File: src/rtl/core/psu_pkg.sv
// shared types and constants for the png scanline unfilter block
// no dependencies
package psu_pkg;

   localparam int BPP      = 4;
   localparam int BPP_LOG2 = 2;
   localparam int CSR_AW   = 3;

   typedef enum logic [2:0] {
      FILT_NONE  = 3'd0,
      FILT_SUB   = 3'd1,
      FILT_UP    = 3'd2,
      FILT_AVG   = 3'd3,
      FILT_PAETH = 3'd4
   } filter_type_type;

   typedef enum logic {
      REG_WIDTH  = 1'b0,
      REG_HEIGHT = 1'b1
   } reg_index_type;

   typedef struct packed {
      filter_type_type        filter;
      logic [BPP_LOG2-1:0]    lane;
      logic                   first_pix;
      logic                   top_row;
      logic                   row_end;
      logic                   frame_end;
      logic                   bad_filter;
   } s1_ctl_type;

endpackage

File: src/rtl/core/psu_csr.sv
// frame size registers behind the apb-style configuration port
// depends on psu_pkg
module psu_csr (
   input  logic                          clock,
   input  logic                          reset,
   input  logic                          csr_psel,
   input  logic                          csr_penable,
   input  logic                          csr_pwrite,
   input  logic [psu_pkg::CSR_AW-1:0]    csr_paddr,
   input  logic [31:0]                   csr_pwdata,
   output logic [31:0]                   csr_prdata,
   output logic                          csr_pready,
   output logic [12:0]                   frame_width,
   output logic [15:0]                   frame_height
);

   logic [12:0] width_ff, width_in;
   logic [15:0] height_ff, height_in;
   logic        wr_fire;
   psu_pkg::reg_index_type sel;

   assign csr_pready = 1'b1;
   assign sel        = psu_pkg::reg_index_type'(csr_paddr[2]);
   assign wr_fire    = csr_psel & csr_penable & csr_pwrite & csr_pready;

   always_comb begin
      width_in  = width_ff;
      height_in = height_ff;
      if (wr_fire) begin
         case (sel)
            psu_pkg::REG_WIDTH:  width_in  = csr_pwdata[12:0];
            psu_pkg::REG_HEIGHT: height_in = csr_pwdata[15:0];
            default: ;
         endcase
      end
   end

   always_ff @(posedge clock) begin
      if (reset) begin
         width_ff  <= 13'd1;
         height_ff <= 16'd1;
      end else begin
         width_ff  <= width_in;
         height_ff <= height_in;
      end
   end

   always_comb begin
      case (sel)
         psu_pkg::REG_WIDTH:  csr_prdata = {19'd0, width_ff};
         psu_pkg::REG_HEIGHT: csr_prdata = {16'd0, height_ff};
         default:             csr_prdata = 32'd0;
      endcase
   end

   assign frame_width  = width_ff;
   assign frame_height = height_ff;

endmodule

File: config.mk
export PLATFORM = sky130hd
export DESIGN_NAME = psu_csr
export DESIGN_NICKNAME = d
export VERILOG_FILES = /design/src/rtl/core/psu_pkg.sv /design/src/rtl/core/psu_csr.sv
export SDC_FILE = /design/constraint.sdc
export NUM_CORES = 1
export LEC_CHECK = 0
export ABC_AREA = 1
export BUFFER_PORTS_ARGS = -buffer_cell sky130_fd_sc_hd__buf_4
export CAP_MARGIN = 0
export CORE_MARGIN = 2
export CORE_UTILIZATION = 30
export DETAILED_ROUTE_END_ITERATION = 8
export SLEW_MARGIN = 20
export SYNTH_ARGS = -nofsm -noshare
export SYNTH_HDL_FRONTEND = slang
export SYNTH_SLANG_ARGS = --single-unit
File: constraint.sdc
create_clock -name clock -period 0.9 [get_ports clock]
set_input_delay 0.225 -clock clock [delete_from_list [all_inputs] [get_ports clock]]
set_output_delay 0.225 -clock clock [all_outputs]
set_load 0.02 [all_outputs]
==> run_results.csv <==
group,metric,value,unit
floorplanning,start_util,31.2,%
clock_network,clock_latency,0.28,ns
routing,ant_nets,0,
placement,gp_congestion,0.724,
timing,hold_ws,0.175,ns
routing,first_pass_iters,4,
logic_synthesis,syn_inst,243,
placement,portBuffers,66,
timing,min_period_over_period,122,%
finish,nets,369,
setup_path,crit_chain,"nand2_1, nand2_2, buf_6",
logic_synthesis,synth_cell_type_count,19,
timing,rsz0062_at_grt,"yes",
setup_path,worstPathRequired,0.67,ns
finish,synthToLayoutAreaGrowth,73.7,%
setup_path,worstSetupEndpoint,"csr_prdata[11]",
grt,grt_max_degree,24,
grt,busiest_layer,"met2",
placement,place_ws,-0.208,ns
logic_synthesis,ys_warn_count,0,
clock_network,cts-root-buf,"clkbuf_8",
setup_path,cpPeakStageDelay,0.35,ns
setup_path,worst_path_max_delay_cell,"dfxtp_2",
pwr,peakVddDrop,0.000590,V
logic_synthesis,synth_top_area_share,36.4,%
floorplanning,design.die.area,0.00591,mm2
setup_path,reg2reg_depth,3,
setup_path,cp-end-kind,"output pin",
timing,fin_ws,-0.200,ns
routing,routedWlPerCell,10.9,um
timing,fmax,909,MHz
setup_path,crit_arrival,0.88,ns
clock_network,clock_path_buffers,2,
floorplanning,die_w,76.9,um
worst_hold_path,hold_path_class,"in -> reg",
logic_synthesis,syn_avg_cell_area,6.55,um2
setup_path,crit_family,"flip-flops",
clock_network,clock-sinks,29,
status,violations,"setup timing",
routing,drt_iter0_markers,48,
grt,grt_overflow,0,
grt,grt_util_met2,27.7,%
routing,vias_per_cell,4.18,
logic_synthesis,yosysTopAreaCell,"dfxtp_1",
logic_synthesis,mappedNetlistArea,0.00159,mm2
grt,grt_pass1_wl,7.17,mm
pwr,leakagePower,1.39,nW
floorplanning,core-area,0.00511,mm2
finish,n_antenna_cell,0,
setup_path,r2r_end,"frame_height[5]",
routing,vias,1672,
logic_synthesis,seq_area_frac_synth,36.4,%
clock_network,htree_levels,2,
floorplanning,io_pins,102,
floorplanning,fp.dieH,76.9,um
setup_path,crit_fanout,3,
setup_path,cp.depth,3,
routing,finalWirelength,4.37,mm
setup_path,r2r-start,"frame_height[5]",
grt,antenna_found_initial,0,
clock_network,cts_tree,"done",
logic_synthesis,synth-seq-cells,29,
clock_network,cts.reportedPaths.clkPinSlew,0.07,ns
setup_path,startpoint,"frame_width[11]",
timing,finalSetupViolations,45,
grt,track_usage,15.1,%
grt,grt_use_met1,16.4,%
setup_path,critPathBufInv,1,
setup_path,r2r_slack,0.22,ns
timing,hold_violations,0,
setup_path,critPathLaunchType,"flop",
timing,clock_skew,0,ns
logic_synthesis,yosys-top-cells-area,"dfxtp_1 36%, nand2_1 17%, nor2_1 13%",
pwr,powerDensity,1150,mW/mm2
timing,finalMaxSlewViolations,0,
finish,drive_gt1_share,53.6,%
grt,grtUsageMet3,3.88,%
placement,post-dp-hpwl,2.90,mm
timing,timing.final.crit_period,1.10,ns
setup_path,crit_type,"reg -> out",
run,cap_violations,0,
finish,fin_util,54.2,%
routing,drc_errors,0,
floorplanning,fp-row-count,26,
finish,final_cell_mix,"55 x buf_6, 54 x nor2_1, 35 x nand2_1, 33 x buf_4, 31 x nand2_2",
clock_network,hold_buffers,0,
grt,grt_pass1_vias,1584,
status,status,"complete, but fails checks",
finish,layout_commonest_cell,"buf_6",
clock_network,cts_buffers,5,
[worst reg2reg max path: stages, from the launching register on]
cell	delay, ns
dfxtp_2	0.33
buf_6	0.11
nor2_1	0.09
nor2_1	0.05
[registers in the layout, summed over array words and instances, names as in the netlist]
signal	cells
frame_height	16
frame_width	13
[layout make-up]
class,instances,area (um2)
sequential,29,634
clock buffer,6,72.6
clock inverter,2,10.0
inverter,21,91.3
timing repair buffer,94,987
fill,516,2340
multi-input combinational,178,883
tap,70,87.6
[what timing repair did]
item / CTS / global route
pin swaps: 8 / 8
gates cloned: 0 / 0
setup buffers: 0 / 13
resized for setup: 79 / 32
setup endpoints to repair: 45 / 45
[how the worst min path moves through the flow]
| stage | startpoint | to | cells after the start |
|---|---|---|---|
| finish | csr_pwdata[0] | frame_height[0] | 3 |
| global route | csr_pwdata[0] | frame_width[0] | 3 |
| CTS | csr_pwdata[0] | frame_width[0] | 3 |
| detailed placement | csr_pwdata[0] | frame_width[0] | 3 |
| global placement | csr_pwdata[0] | frame_height[0] | 3 |
| floorplan | csr_pwdata[0] | frame_height[0] | 2 |
[metal layers]
metal / vias up / share of wire [%]
met5: - / 0
li1: 871 / -
met4: 0 / 1.3
met2: 45 / 53
met3: 5 / 4.7
met1: 751 / 41
[logic make-up (layout without fill, tap and decap cells)]
| logic type | after synthesis | in the layout | synth area share (%) |
|---|---|---|---|
| flip-flops | 29 | 29 | 36.4 |
| AND/OR/NAND/NOR | 159 | 159 | 43.3 |
| AO/OA/AOI/OAI | 2 | 2 | 0.628 |
| buffers and inverters | 51 | 123 | 19.2 |
| other | 2 | 17 | 0.472 |
[synthesized netlist by cell type]
master / instances
nand2_1: 71
nor2_1: 54
dfxtp_1: 29
nand3_1: 29
inv_1: 18
buf_4: 17
buf_2: 5
buf_6: 4
clkbuf_1: 2
conb_1: 2
inv_2: 2
nor2_8: 2
o21ai_1: 2
buf_1: 1
buf_8: 1
inv_4: 1
nand2_2: 1
nand3_4: 1
nor2_4: 1
[per-stage QoR]
| stage | setup TNS, ns | total power, W | std cells | area [um2] |
|---|---|---|---|---|
| 2_1_floorplan | -0.506 | 0.00188 | 258 | 1760 |
| 3_3_place_gp | -7.15 | 0.00210 | 379 | 2270 |
| 3_5_place_dp | -7.44 | 0.00210 | 379 | 2270 |
| 4_1_cts | -5.55 | 0.00318 | 387 | 2570 |
| 5_1_grt | -7.87 | 0.00336 | 400 | 2770 |
| 6_report | -6.32 | 0.00319 | 400 | 2770 |
[where the power goes]
group / internal, W / switching [W] / leakage (nW)
Clock: 0.000534 / 0.000470 / 0.0450
Sequential: 0.00132 / 0.0000483 / 0.250
Combinational: 0.000379 / 0.000431 / 1.09
No activity file was read; power rests on OpenSTA's default activity.
