==> config.mk <==
export PLATFORM = sky130hd
export DESIGN_NAME = psu_recon
export DESIGN_NICKNAME = d
export VERILOG_FILES = /design/src/rtl/core/psu_pkg.sv /design/src/rtl/core/psu_recon.sv
export SDC_FILE = /design/constraint.sdc
export NUM_CORES = 1
export LEC_CHECK = 0
export BUFFER_PORTS_ARGS = -buffer_cell sky130_fd_sc_hd__buf_2
export CAP_MARGIN = 15
export CORE_MARGIN = 3
export CORE_UTILIZATION = 55
export DETAILED_ROUTE_END_ITERATION = 7
export PLACE_DENSITY = 0.75
export SETUP_SLACK_MARGIN = 0.02
export SLEW_MARGIN = 20
export SYNTH_ARGS = -nofsm -noshare
export SYNTH_HDL_FRONTEND = slang
export SYNTH_SLANG_ARGS = --single-unit
==> constraint.sdc <==
create_clock -name clock -period 14.3 [get_ports clock]
set_clock_uncertainty 0.2 [all_clocks]
set_input_delay 2.145 -clock clock [delete_from_list [all_inputs] [get_ports clock]]
set_output_delay 2.145 -clock clock [all_outputs]
set_load 0.01 [all_outputs]
==> src/rtl/core/psu_pkg.sv <==
// shared types and constants for the png scanline unfilter block
// no dependencies
package psu_pkg;

   localparam int BPP      = 4;
   localparam int BPP_LOG2 = 2;
   localparam int CSR_AW   = 3;

   typedef enum logic [2:0] {
      FILT_NONE  = 3'd0,
      FILT_SUB   = 3'd1,
      FILT_UP    = 3'd2,
      FILT_AVG   = 3'd3,
      FILT_PAETH = 3'd4
   } filter_type_type;

   typedef enum logic {
      REG_WIDTH  = 1'b0,
      REG_HEIGHT = 1'b1
   } reg_index_type;

   typedef struct packed {
      filter_type_type        filter;
      logic [BPP_LOG2-1:0]    lane;
      logic                   first_pix;
      logic                   top_row;
      logic                   row_end;
      logic                   frame_end;
      logic                   bad_filter;
   } s1_ctl_type;

endpackage

==> src/rtl/core/psu_recon.sv <==
// per-byte filter reconstruction: left and upper-left history plus predictor
// depends on psu_pkg
module psu_recon (
   input  logic                clock,
   input  logic                advance,
   input  psu_pkg::s1_ctl_type ctl,
   input  logic [7:0]          x,
   input  logic [7:0]          above,
   output logic [7:0]          value
);

   logic [7:0] left_ff  [psu_pkg::BPP];
   logic [7:0] upleft_ff[psu_pkg::BPP];
   logic [7:0] a, b, c, pred;
   logic [8:0] avg_sum;
   logic signed [9:0] d_bc, d_ac, d_p;
   logic [9:0] pa, pb, pc;

   assign a = ctl.first_pix ? 8'd0 : left_ff[ctl.lane];
   assign c = ctl.first_pix ? 8'd0 : upleft_ff[ctl.lane];
   assign b = ctl.top_row ? 8'd0 : above;

   assign avg_sum = {1'b0, a} + {1'b0, b};
   assign d_bc    = $signed({2'b00, b}) - $signed({2'b00, c});
   assign d_ac    = $signed({2'b00, a}) - $signed({2'b00, c});
   assign d_p     = d_bc + d_ac;
   assign pa      = d_bc[9] ? 10'(-d_bc) : 10'(d_bc);
   assign pb      = d_ac[9] ? 10'(-d_ac) : 10'(d_ac);
   assign pc      = d_p[9]  ? 10'(-d_p)  : 10'(d_p);

   always_comb begin
      case (ctl.filter)
         psu_pkg::FILT_SUB:   pred = a;
         psu_pkg::FILT_UP:    pred = b;
         psu_pkg::FILT_AVG:   pred = avg_sum[8:1];
         psu_pkg::FILT_PAETH: begin
            if (pa <= pb && pa <= pc) begin
               pred = a;
            end else if (pb <= pc) begin
               pred = b;
            end else begin
               pred = c;
            end
         end
         default:             pred = 8'd0;
      endcase
   end

   assign value = x + pred;

   always_ff @(posedge clock) begin
      if (advance) begin
         left_ff[ctl.lane]   <= value;
         upleft_ff[ctl.lane] <= b;
      end
   end

endmodule

==> qor.yml <==
route:
  wirelength_um: 13500
  viasPerCell: 6.01
  drt_iter0_markers: 282
  post_drt_wl_per_cell_um: 18.5
  firstDrtPassIters: 7
  vias: 4383
  drc: 0
  ant_nets: 0
job:
  maxCapViolCount: 0
layout:
  area_growth_syn_to_layout_pct: 9.68
  final_cells: 729
  fin_nets: 690
  drive_above_1_share_pct: 13.6
  fill_cells: 815
  diodes: 0
  fin_util_pct: 63.1
cts:
  post_cts_buffers: 0
  numCtsBuffers: 9
  cts_tree: "yes"
  clock_latency_ns: 0.35
  cts_resized: 0
  cts_max_level: 3
  ctsHoldBuffers: 0
  root_buffer: "clkbuf_8"
  path_clk_slew_ns: 0.08
  clock_sinks: 64
  clock_path_buffers: 2
critical_path:
  endpoint_kind: "output port"
  slowest_stage: "nor2_1"
  arrival_ns: 11.05
  slowest_delay_ns: 0.65
  rr_endpoint: "left_ff[1][7]$_DFFE_PP_"
  worst-path-max-fanout: 23
  required_ns: 11.95
  reg2regPathDepth: 30
  r2r_start: "left_ff[3][0]$_DFFE_PP_"
  worst-setup-path-type: "in2out"
  critical_path.top_delay_family: "compound AO/OA/AOI/OAI gates"
  start_kind: "input pin"
  critPathMostFrequentCell: "a21oi_1"
  r2r_setup_slack_ns: 5.52
  worst-path-buf-inv: 3
floorplan:
  core_mm2: 0.00995
  rows: 36
  io_pins: 36
  chipWidth_um: 108
  die_h_um: 108
  start_util_pct: 57.5
  die_area_mm2: 0.0117
power:
  clkPwrFrac_pct: 17.8
  p_leak_nw: 2.61
  comb_power_share_pct: 61.3
  p_sw_mw: 0.468
  powerDensity_mw_per_mm2: 176
  sw_frac_of_total_pct: 42.3
  internal_power_mw: 0.637
  irDropWorstVdd_uv: 117
  p_seq_share_pct: 20.9
logic_synthesis:
  synth-seq-cells: 64
  synth_edf_count: 64
  synthCells: 558
  ys_warn_count: 0
  yosys_most_used_dff: "edfxtp_1"
  syn_avg_cell_area_um2: 10.3
  synthArstFlopShare_pct: 0
  seq_area_frac_synth_pct: 33.6
  synthDistinctLibCells: 61
  syn_area_mm2: 0.00573
place:
  hpwl_um: 10100
  placed_cells: 713
  numPortBuffers: 32
  place_congestion: 0.912
  pre_cts_slack_ns: 0.989
grt:
  antenna_found_initial: 0
  grt_pass1_vias: 4574
  grt_max_degree: 29
  grt_first_pass_wirelength_um: 22800
  grt-ovfl-total: 0
  grtUsageTotal_pct: 24.9
sta:
  hold_viol_final: 0
  max_freq_mhz: 74.7
  worst_slew_pin_slew_ns: 1.07
  tns_ns: 0
  grt_setup_unrepaired: "no"
  drv_slew: 0
  finalSetupViolCount: 0
  fin_ws_ns: 0.906
  whs_ns: 1.12
  max_slew_margin_pct: 28.5
  fin_crit_ns: 13.39
  final.period_utilization_pct: 93.7
hold_path:
  hold_depth: 5
  hold_end: "left_ff[0][7]$_DFFE_PP_"
  min_from: "upleft_ff[3][7]$_DFFE_PP_"
  hold_path.class: "reg2reg"
run_status:
  status: "finished, final reports clean"
==> kinds of logic after synthesis <==
logic type               count (synthesis)  share of synthesized area (%)
flip-flops                              64                           33.6
AO/OA/AOI/OAI                          128                           14.8
adder cells (fa/ha/maj)                 76                           16.8
buffers and inverters                   61                           4.17
XOR/XNOR                                49                           7.76
other                                    2                          0.131
multiplexers                            38                           10.2
AND/OR/NAND/NOR                        140                           12.6
==> Yosys cell counts (5+ instances only) <==
library cell / number / share of area [%]
nand2b_1: 12 / 1.3
mux2i_1: 18 / 3.1
mux4_2: 16 / 6.3
nand2_1: 46 / 3.0
nand4_1: 7 / 0.76
o21ai_0: 27 / 2.4
a21o_1: 12 / 1.6
xor2_1: 14 / 2.1
edfxtp_1: 64 / 34
ha_1: 68 / 15
xnor2_1: 33 / 5.0
nand3_1: 6 / 0.52
nor2b_1: 16 / 1.7
clkbuf_1: 12 / 0.79
o21bai_1: 7 / 0.92
nor2_1: 24 / 1.6
a21oi_1: 30 / 2.6
nor3_1: 5 / 0.44
o21a_1: 10 / 1.3
and2_1: 8 / 0.87
a211oi_1: 5 / 0.66
inv_1: 45 / 3.0
a22oi_1: 6 / 0.79
==> worst min-delay path: cells and delay by family (launching register included) <==
kind	cells	cell delay, ns
and+or+nand+nor	1	0.12
AOI/OAI and AO/OA	1	0.12
xor gates and xnor gates	1	0.19
muxes	2	0.38
DFF	1	0.32
==> metrics by stage <==
stage               instance area [um2]  total power [mW]
floorplan                          5730             0.749
finish                             6280              1.10
global placement                   6030             0.874
detailed placement                 6030             0.899
global route                       6280              1.20
CTS                                6280              1.10
==> registers in the layout, indices dropped and copies added (netlist names) <==
name and count:
upleft_ff 32, left_ff 32
==> cells in the final DEF, fill, tap and decap left out, drive strengths merged, types with 6 or more instances in the layout <==
master   n
xnor2   34
xor2    15
ha      68
o21bai   7
nand3    6
o21ai   27
edfxtp  64
mux4    16
inv     48
a21oi   30
mux2i   18
and2     8
clkbuf   9
nor2    24
nand4    7
a21o    12
buf     36
nor2b   16
a22oi    6
nand2b  12
nand2   46
o21a    10
==> area by class of cell <==
type / count / area (um2) / area share (%)
tap: 133 / 166 / 2.65
inverter: 45 / 169 / 2.69
clock buffer: 9 / 124 / 1.97
clock inverter: 7 / 125 / 1.99
sequential: 64 / 1920 / 30.6
timing repair buffer: 36 / 190 / 3.03
multi-input combinational: 435 / 3580 / 57.1
==> power groups by stage <==
stage / Combinational, mW / Clock [mW] / Sequential [mW]
finish: 0.677 / 0.197 / 0.231
floorplan: 0.515 / 0 / 0.234
detailed placement: 0.664 / 0 / 0.236
global route: 0.764 / 0.207 / 0.232
global placement: 0.639 / 0 / 0.235
CTS: 0.671 / 0.198 / 0.231
==> layer usage <==
metal  share of wire [%]  GRT usage [%]  wire length, um
met1                  45           33.4             6040
met2                  49           42.8             6600
met3                 4.7           3.28              635
met4                 1.4           6.13              192
met5                   0              0                0
==> worst max-delay path by stage <==
stage	from	endpoint	slack, ns	cells past startpoint
after global placement	ctl[5]	value[7]	1.18	32
after CTS	ctl[5]	value[7]	0.96	32
after floorplan	ctl[5]	value[7]	2.08	36
after detailed placement	ctl[5]	value[7]	0.99	32
final	ctl[5]	value[7]	0.91	32
after global routing	ctl[5]	value[7]	0.19	32
Note: power is estimated with default switching activity, not from simulation.
